## config.mk

```make
export PLATFORM = sky130hd
export DESIGN_NAME = low_flow_fault_qualifier_core
export DESIGN_NICKNAME = d
export VERILOG_FILES = /design/src/rtl/lffq_pkg.sv /design/src/rtl/lffq_window_decode.sv /design/src/rtl/lffq_update.sv /design/src/rtl/low_flow_fault_qualifier_core.sv
export VERILOG_INCLUDE_DIRS = /design/src /design/src/rtl
export SDC_FILE = /design/constraint.sdc
export NUM_CORES = 1
export LEC_CHECK = 0
export BUFFER_PORTS_ARGS = -buffer_cell sky130_fd_sc_hd__buf_4
export CAP_MARGIN = 10
export CORE_MARGIN = 5
export CORE_UTILIZATION = 25
export CTS_CLUSTER_DIAMETER = 50
export DETAILED_ROUTE_END_ITERATION = 7
export GPL_ROUTABILITY_DRIVEN = 0
export HOLD_SLACK_MARGIN = 0.12
export PLACE_DENSITY = 0.49
export SYNTH_ARGS = -nofsm -noshare
export SYNTH_HDL_FRONTEND = slang
export SYNTH_SLANG_ARGS = --single-unit
```

## constraint.sdc

```tcl
create_clock -name clk -period 21.3 [get_ports clk]
set_clock_uncertainty 0.2 [all_clocks]
set_input_delay 6.39 -clock clk [delete_from_list [all_inputs] [get_ports clk]]
set_output_delay 6.39 -clock clk [all_outputs]
set_load 0.03 [all_outputs]
```

## src/rtl/assert_macros.svh

```systemverilog
// Assertion macros used by the core RTL of the low-flow fault qualifier.
// Each macro samples on clk and is disabled while arst_n is low.
`ifndef ASSERT_MACROS_SVH
`define ASSERT_MACROS_SVH

// The consequent must hold in the same cycle as the antecedent.
`define ASSERT_SAME(label, ante, cons) \
	label: assert property (@(posedge clk) disable iff (!arst_n) (ante) |-> (cons)) \
		else $error("same-cycle check failed");

// The consequent must hold in the cycle after the antecedent.
`define ASSERT_NEXT(label, ante, cons) \
	label: assert property (@(posedge clk) disable iff (!arst_n) (ante) |=> (cons)) \
		else $error("next-cycle check failed");

`endif

```

## src/rtl/lffq_pkg.sv

```systemverilog
// Package of the low-flow fault qualifier: payload and state types,
// register codes, window codes, reset values and counter helper functions.
// No dependencies.
`timescale 1ns / 1ps

package lffq_pkg;

	localparam int CntW = 16;
	localparam logic [CntW-1:0] CntMax = {CntW{1'b1}};

	// Configuration register indexes.
	localparam logic [2:0] CFG_FIRST_THR   = 3'd0;
	localparam logic [2:0] CFG_PREHEAT_THR = 3'd1;
	localparam logic [2:0] CFG_FILL_TICKS  = 3'd2;
	localparam logic [2:0] CFG_PRE_TICKS   = 3'd3;
	localparam logic [2:0] CFG_EXT_TICKS   = 3'd4;
	localparam logic [2:0] CFG_CLEAR_TICKS = 3'd5;

	// Window codes.
	localparam logic [2:0] WIN_NONE      = 3'd0;
	localparam logic [2:0] WIN_FILL      = 3'd1;
	localparam logic [2:0] WIN_PREHEAT   = 3'd2;
	localparam logic [2:0] WIN_EXTRACT   = 3'd3;
	localparam logic [2:0] WIN_STERILIZE = 3'd4;

	// Reset values of the configuration registers.
	localparam logic [7:0]  RST_FIRST_THR   = 8'd12;
	localparam logic [7:0]  RST_PREHEAT_THR = 8'd5;
	localparam logic [7:0]  RST_FILL_TICKS  = 8'd50;
	localparam logic [7:0]  RST_PRE_TICKS   = 8'd20;
	localparam logic [7:0]  RST_EXT_TICKS   = 8'd15;
	localparam logic [15:0] RST_CLEAR_TICKS = 16'd600;

	typedef struct packed {
		logic [2:0] window;
		logic       holding_block;
		logic       hot_selected;
		logic [7:0] flow_rate;
		logic       clear_request;
	} sample_t;

	typedef struct packed {
		logic block_error;
		logic soft_flow_error;
		logic stop_dispense;
		logic voice_request;
	} result_t;

	typedef struct packed {
		logic [7:0]  first_thr;
		logic [7:0]  preheat_thr;
		logic [7:0]  fill_ticks;
		logic [7:0]  pre_ticks;
		logic [7:0]  ext_ticks;
		logic [15:0] clear_ticks;
	} cfg_t;

	typedef struct packed {
		logic       enable;
		logic [7:0] thr;
		logic [7:0] tim;
	} win_t;

	typedef struct packed {
		logic [CntW-1:0] low_cnt;
		logic [CntW-1:0] age_cnt;
		logic [CntW-1:0] rec_cnt;
		logic            latch;
		logic            soft_err;
	} state_t;

	function automatic logic [CntW-1:0] sat_inc(input logic [CntW-1:0] v);
		return (v == CntMax) ? v : v + {{(CntW-1){1'b0}}, 1'b1};
	endfunction

	// One recovery step: advance the count and clear the soft error on time.
	function automatic state_t rec_step(input state_t s, input logic [7:0] tim);
		state_t r;
		r = s;
		r.rec_cnt = sat_inc(s.rec_cnt);
		if (r.rec_cnt >= {{(CntW-8){1'b0}}, tim}) begin
			r.soft_err = 1'b0;
			r.rec_cnt = '0;
		end
		return r;
	endfunction

endpackage

```

## src/rtl/lffq_window_decode.sv

```systemverilog
// Window decoder: picks the check enable, flow threshold and qualification
// time for one item. Depends on lffq_pkg.
`timescale 1ns / 1ps

module lffq_window_decode (
	input  lffq_pkg::sample_t sample,
	input  lffq_pkg::cfg_t    cfg,
	output lffq_pkg::win_t    win
);

	always_comb begin
		win = '0;
		case (sample.window)
			lffq_pkg::WIN_FILL: begin
				win.enable = 1'b1;
				win.thr    = cfg.first_thr;
				win.tim    = cfg.fill_ticks;
			end
			lffq_pkg::WIN_PREHEAT: begin
				win.enable = !sample.holding_block;
				win.thr    = cfg.preheat_thr;
				win.tim    = cfg.pre_ticks;
			end
			lffq_pkg::WIN_EXTRACT: begin
				win.enable = 1'b1;
				win.thr    = cfg.first_thr;
				win.tim    = cfg.ext_ticks;
			end
			lffq_pkg::WIN_STERILIZE: begin
				win.enable = 1'b1;
				win.thr    = cfg.preheat_thr;
				win.tim    = cfg.pre_ticks;
			end
			default: begin
				// No window, or an unused code: threshold and time stay zero.
				win = '0;
			end
		endcase
	end

endmodule

```

## src/rtl/lffq_update.sv

```systemverilog
// Next-state logic of the qualifier counters and flags for one item.
// Depends on lffq_pkg.
`timescale 1ns / 1ps

module lffq_update (
	input  lffq_pkg::sample_t sample,
	input  lffq_pkg::win_t    win,
	input  logic [15:0]       clear_ticks,
	input  lffq_pkg::state_t  cur,
	output lffq_pkg::state_t  nxt,
	output lffq_pkg::result_t result
);

	always_comb begin
		lffq_pkg::state_t s;
		logic             low;
		logic             rec_ok;
		logic             fault;
		logic [15:0]      inc;

		s      = cur;
		fault  = 1'b0;
		inc    = '0;
		low    = sample.flow_rate <= win.thr;
		rec_ok = !low && sample.hot_selected;

		// Qualification phase.
		if (win.enable && !cur.latch) begin
			if (low) begin
				inc = lffq_pkg::sat_inc(cur.low_cnt);
				if (inc >= {8'd0, win.tim}) begin
					s.latch    = 1'b1;
					s.soft_err = 1'b1;
					fault      = 1'b1;
					s.low_cnt  = '0;
				end else begin
					s.low_cnt = inc;
				end
			end else begin
				s.low_cnt = '0;
				s = lffq_pkg::rec_step(s, win.tim);
			end
		end else begin
			s.low_cnt = '0;
			if (win.enable && rec_ok) begin
				s = lffq_pkg::rec_step(s, win.tim);
			end
		end

		// Ageing phase: a clear request preloads the age so the latch drops now.
		if (sample.clear_request) begin
			s.age_cnt = clear_ticks;
		end
		if (s.latch) begin
			inc = lffq_pkg::sat_inc(s.age_cnt);
			if (inc >= clear_ticks) begin
				s.latch   = 1'b0;
				s.age_cnt = '0;
			end else begin
				s.age_cnt = inc;
			end
			// The recovery counter may step a second time within the same item.
			if (rec_ok) begin
				s = lffq_pkg::rec_step(s, win.tim);
			end
		end else begin
			s.age_cnt = '0;
		end

		nxt                    = s;
		result.block_error     = s.latch;
		result.soft_flow_error = s.soft_err;
		result.stop_dispense   = fault;
		result.voice_request   = fault;
	end

endmodule

```

## src/rtl/low_flow_fault_qualifier_core.sv

```systemverilog
// Low-flow fault qualifier: one item per clock while results are taken.
// An accepted item is loaded into the input register, and passes into the result
// register when that register is empty or its result is being taken.
// The qualifier state update from the input register is combinational.
// Reset clears counters and flags and loads the register defaults.
// Depends on lffq_pkg, lffq_window_decode, lffq_update, assert_macros.svh.
`timescale 1ns / 1ps
`include "assert_macros.svh"

module low_flow_fault_qualifier_core (
	input  logic              clk,
	input  logic              arst_n,
	input  logic              sample_valid,
	output logic              sample_ready,
	input  lffq_pkg::sample_t sample,
	output logic              result_valid,
	input  logic              result_ready,
	output lffq_pkg::result_t result,
	input  logic              cfg_valid,
	output logic              cfg_ready,
	input  logic [2:0]        cfg_index,
	input  logic [15:0]       cfg_data
);

	lffq_pkg::cfg_t    cfg_q;
	lffq_pkg::sample_t sample_s1;
	logic              valid_s1;
	lffq_pkg::state_t  state_q;
	lffq_pkg::state_t  state_nxt;
	lffq_pkg::win_t    win;
	lffq_pkg::result_t result_nxt;
	lffq_pkg::result_t result_q;
	logic              result_valid_q;
	logic              advance;

	assign cfg_ready    = 1'b1;
	assign advance      = valid_s1 && (!result_valid_q || result_ready);
	assign sample_ready = !valid_s1 || advance;
	assign result_valid = result_valid_q;
	assign result       = result_q;

	always_ff @(posedge clk or negedge arst_n) begin
		if (!arst_n) begin
			cfg_q.first_thr   <= lffq_pkg::RST_FIRST_THR;
			cfg_q.preheat_thr <= lffq_pkg::RST_PREHEAT_THR;
			cfg_q.fill_ticks  <= lffq_pkg::RST_FILL_TICKS;
			cfg_q.pre_ticks   <= lffq_pkg::RST_PRE_TICKS;
			cfg_q.ext_ticks   <= lffq_pkg::RST_EXT_TICKS;
			cfg_q.clear_ticks <= lffq_pkg::RST_CLEAR_TICKS;
		end else if (cfg_valid) begin
			case (cfg_index)
				lffq_pkg::CFG_FIRST_THR:   cfg_q.first_thr   <= cfg_data[7:0];
				lffq_pkg::CFG_PREHEAT_THR: cfg_q.preheat_thr <= cfg_data[7:0];
				lffq_pkg::CFG_FILL_TICKS:  cfg_q.fill_ticks  <= cfg_data[7:0];
				lffq_pkg::CFG_PRE_TICKS:   cfg_q.pre_ticks   <= cfg_data[7:0];
				lffq_pkg::CFG_EXT_TICKS:   cfg_q.ext_ticks   <= cfg_data[7:0];
				lffq_pkg::CFG_CLEAR_TICKS: cfg_q.clear_ticks <= cfg_data;
				default: begin
				end
			endcase
		end
	end

	// Input register.
	always_ff @(posedge clk or negedge arst_n) begin
		if (!arst_n) begin
			valid_s1 <= 1'b0;
		end else if (sample_ready) begin
			valid_s1 <= sample_valid;
		end
	end

	always_ff @(posedge clk) begin
		if (sample_ready && sample_valid) begin
			sample_s1 <= sample;
		end
	end

	lffq_window_decode u_decode (
		.sample (sample_s1),
		.cfg    (cfg_q),
		.win    (win)
	);

	lffq_update u_update (
		.sample      (sample_s1),
		.win         (win),
		.clear_ticks (cfg_q.clear_ticks),
		.cur         (state_q),
		.nxt         (state_nxt),
		.result      (result_nxt)
	);

	// Qualifier state moves only when an item passes into the result register.
	always_ff @(posedge clk or negedge arst_n) begin
		if (!arst_n) begin
			state_q        <= '0;
			result_valid_q <= 1'b0;
		end else begin
			if (advance) begin
				state_q <= state_nxt;
			end
			if (advance) begin
				result_valid_q <= 1'b1;
			end else if (result_ready) begin
				result_valid_q <= 1'b0;
			end
		end
	end

	always_ff @(posedge clk) begin
		if (advance) begin
			result_q <= result_nxt;
		end
	end

	`ASSERT_SAME(a_ready_when_out_free, !result_valid_q, sample_ready)
	`ASSERT_SAME(a_fault_sets_soft, result_valid_q && result_q.stop_dispense, result_q.soft_flow_error)
	`ASSERT_SAME(a_latched_low_clear, state_q.latch, state_q.low_cnt == '0)
	`ASSERT_NEXT(a_idle_age_clear, advance && !state_nxt.latch, state_q.age_cnt == '0)

endmodule

```

==> summary.txt <==
status: complete, no violations
P per Cell Area: 87.7 nW/um2
DR WL/cell: 16.1 um
CTS Buffer Depth: 2
drt total wl: 20,900 um
min Tclk post-route: 13.46 ns
critical path required time: 14.71 ns
Buffers on Ports: 43
Worst R2R Setup Slack: 12.49 ns
Synth cell types: 84
Synth Register Bits: 125
Worst Setup Start Kind: input pin
hold path start: state_q[27]$_DFFE_PN0P_
layout cells sized above 1: 0.221
Min-Delay Path Class: reg -> reg
Critical Path, Cell by Cell: buf_4, nand3b_1, buf_4
DIE WIDTH: 190 um
CP arrival: 6.87 ns
syn avg cell area: 9.99 um2
Final Setup Violations: 0
Mapped Cells: 811
first-pass GRT wire length: 34,500 um
Detailed Route Iter0 Violations: 318
total gr overflow: 0
fin. max-slew vios: 0
die area: 36,100 um2
Hold EP: state_q[27]$_DFFE_PN0P_
core box area: 32,300 um2
Slew headroom: 0.282
vias per cell: 4.83
Lkg Pwr: 3.96 nW
placed instance area: 8880 um2
total track usage: 0.119
Final Cycle Share: 0.632
Post-DP HPWL: 15,100 um
initial antenna violation count: 0
RR Endpoint: state_q[4]$_DFFE_PN0P_
Synth async-reset ratio: 0.864
dpl ws: 7.85 ns
Worst setup EP type: output pin
CTS sink count: 125
setup repair bufs after CTS: 0
Critical-path top delay cell: buf_4
EDFF count, synth: 17
setup TNS: 0 ns
Fillers: 3,399
Antenna Nets Post-Route: 0
H-Tree Depth: 4
CP Max Fanout: 3
post_cts resized: 0
Reg clk slew, reported paths: 0.06 ns
design area: 9440 um2
vias: 6,288
First-pass DRT Iterations: 5
worst skew pair latency: 0.41 ns
worst-margin pin slew: 1.08 ns
diode count: 0
CP Class: in -> out
worst vdd rail ir drop: 0.0655 mV
CTS Buf Count: 17
max cap viols: 0
Area growth, synth to finish: 16.5%
Mapped Area: 8100 um2
DRC Markers: 0
largest net degree at the start of global routing: 60
Register-to-Register Path Depth: 26
fmax: 74.3 MHz
# IOs: 45
Fin. Hold Viols: 0
Hold Crit Depth: 2
number of nets in the layout: 937
register area share after synthesis: 0.399
clk root buf: clkbuf_16
RSZ-0062 raised after global routing: no
prevailing post-synth register cell: dfrtp_1
Post-CTS Hold Buffers: 0
starting density of the core: 0.251
Rows: 66
Die Ht: 190 um
CP dominant cell by count: buf_4
RR Startpoint: sample_s1[11]$_DFFE_PP_
final worst slack: 7.84 ns
TritonCTS clock tree: built
CP peak stage delay: 0.19 ns
YS warnings: 0
number of global-route vias before repair: 6,223
syn nets: 901
power breakdown:
group / internal [W] / switching, W
clock network: 0.000170 / 0.000108
logic: 0.000105 / 0.000127
registers: 0.000284 / 0.0000340
total: 0.000559 / 0.000269
cell type report:
class	count	area (um2)	share of cell area
inverters	25	93.8	0.00994
clock inverters	9	87.6	0.00928
flip-flops and latches	125	3230	0.343
multi-input cells	627	4610	0.488
well taps	442	553	0.0586
clock buffers	23	478	0.0506
repair buffers	51	383	0.0406
critical path, delay by kind of cell:
family | cells | cell delay, ns
buffers and inverters | 2 | 0.30
AND/OR/NAND/NOR | 1 | 0.18
synthesized netlist by cell type, types with 3 or more instances:
cell type   n  area (um2)
o31ai_1     3        22.5
mux2_2     69         777
dfrtp_1    91        2280
a211oi_1    6        45.0
mux2i_1    14         140
a21o_1     17         128
or2_2       4        25.0
o211a_1     3        30.0
xor2_1     15         131
dfstp_2    17         447
and2_1     12        75.1
inv_1      25        93.8
nor2b_1    16         100
a32oi_1     7        61.3
nor3_1     12        60.1
clkbuf_1   19        71.3
nor3b_1     3        22.5
nand2_1    86         323
xnor2_1    15         131
a32o_1      4        40.0
edfxtp_1   17         510
and3_1     11        68.8
a2111oi_0   3        26.3
nand3_1    26         130
o21a_1      6        45.0
nor2_1     52         195
and4_1      3        26.3
ha_1       52         651
nand4_1    13        81.3
a22o_1      6        52.6
nor4_1      9        56.3
a21oi_1    30         150
buf_4       3        22.5
nand2b_1    9        56.3
or3_1       7        43.8
o21ai_0    40         200
a22oi_1    12        90.1
a31oi_1     6        37.5
buf_2       8        40.0
layout by cell type (no fill, tap or decap), drive strengths merged, types with 5 or more instances in the layout:
master,count
a32oi,7
nor2b,16
a21oi,30
dfstp,17
clkbuf,23
dfrtp,91
a211oi,6
or3,7
o21ai,42
a31oi,6
nand2b,9
nand3,28
a21o,17
nand4,14
nand2,86
inv,25
nor4,9
nor3,13
o21a,6
and2,13
a2111oi,5
xnor2,15
edfxtp,17
mux2,70
mux2i,14
nor2,52
buf,51
xor2,15
ha,52
and3,11
a22oi,12
a22o,6
worst max path at each step:
stage                     cells past startpoint          from  slack [ns]      endpoint
after floorplan                               1  result_ready        7.97  sample_ready
final                                         3  result_ready        7.84  sample_ready
after global routing                          3  result_ready        7.81  sample_ready
after global placement                        3  result_ready        7.84  sample_ready
after CTS                                     3  result_ready        7.84  sample_ready
after detailed placement                      3  result_ready        7.85  sample_ready
sequential cells by signal, summed over array words and instances (netlist names):
| name | cells |
|---|---|
| sample_s1 | 14 |
| result | 3 |
| valid_s1 | 1 |
| result_valid | 1 |
| state_q | 50 |
| cfg_q | 56 |
routing by layer:
metal	track usage	routed length, um	vias up
li1	-	-	3074
met1	0.175	10600	3067
met2	0.179	9300	126
met3	0.0154	688	21
met4	0.0390	351	0
met5	0	0	-
logic make-up after synthesis:
kind of cell / Yosys count / synth area share
compound gates: 182 / 0.166
mux: 84 / 0.115
fa+ha+maj: 52 / 0.0803
xor+xnor: 30 / 0.0324
flops: 125 / 0.399
other cells: 1 / 0.000463
buf+inv: 59 / 0.0318
simple gates: 278 / 0.176
metrics by stage:
stage,hold slack (ns),power [W],std cells,utilization
after global placement,0.260,0.000552,1270,0.275
after CTS,0.283,0.000839,1302,0.292
after floorplan,0.242,0.000485,811,-
final,0.280,0.000828,1302,0.292
after global routing,0.288,0.000882,1302,0.292
after detailed placement,0.268,0.000555,1270,0.275
Note: power is estimated with default switching activity, not from simulation.
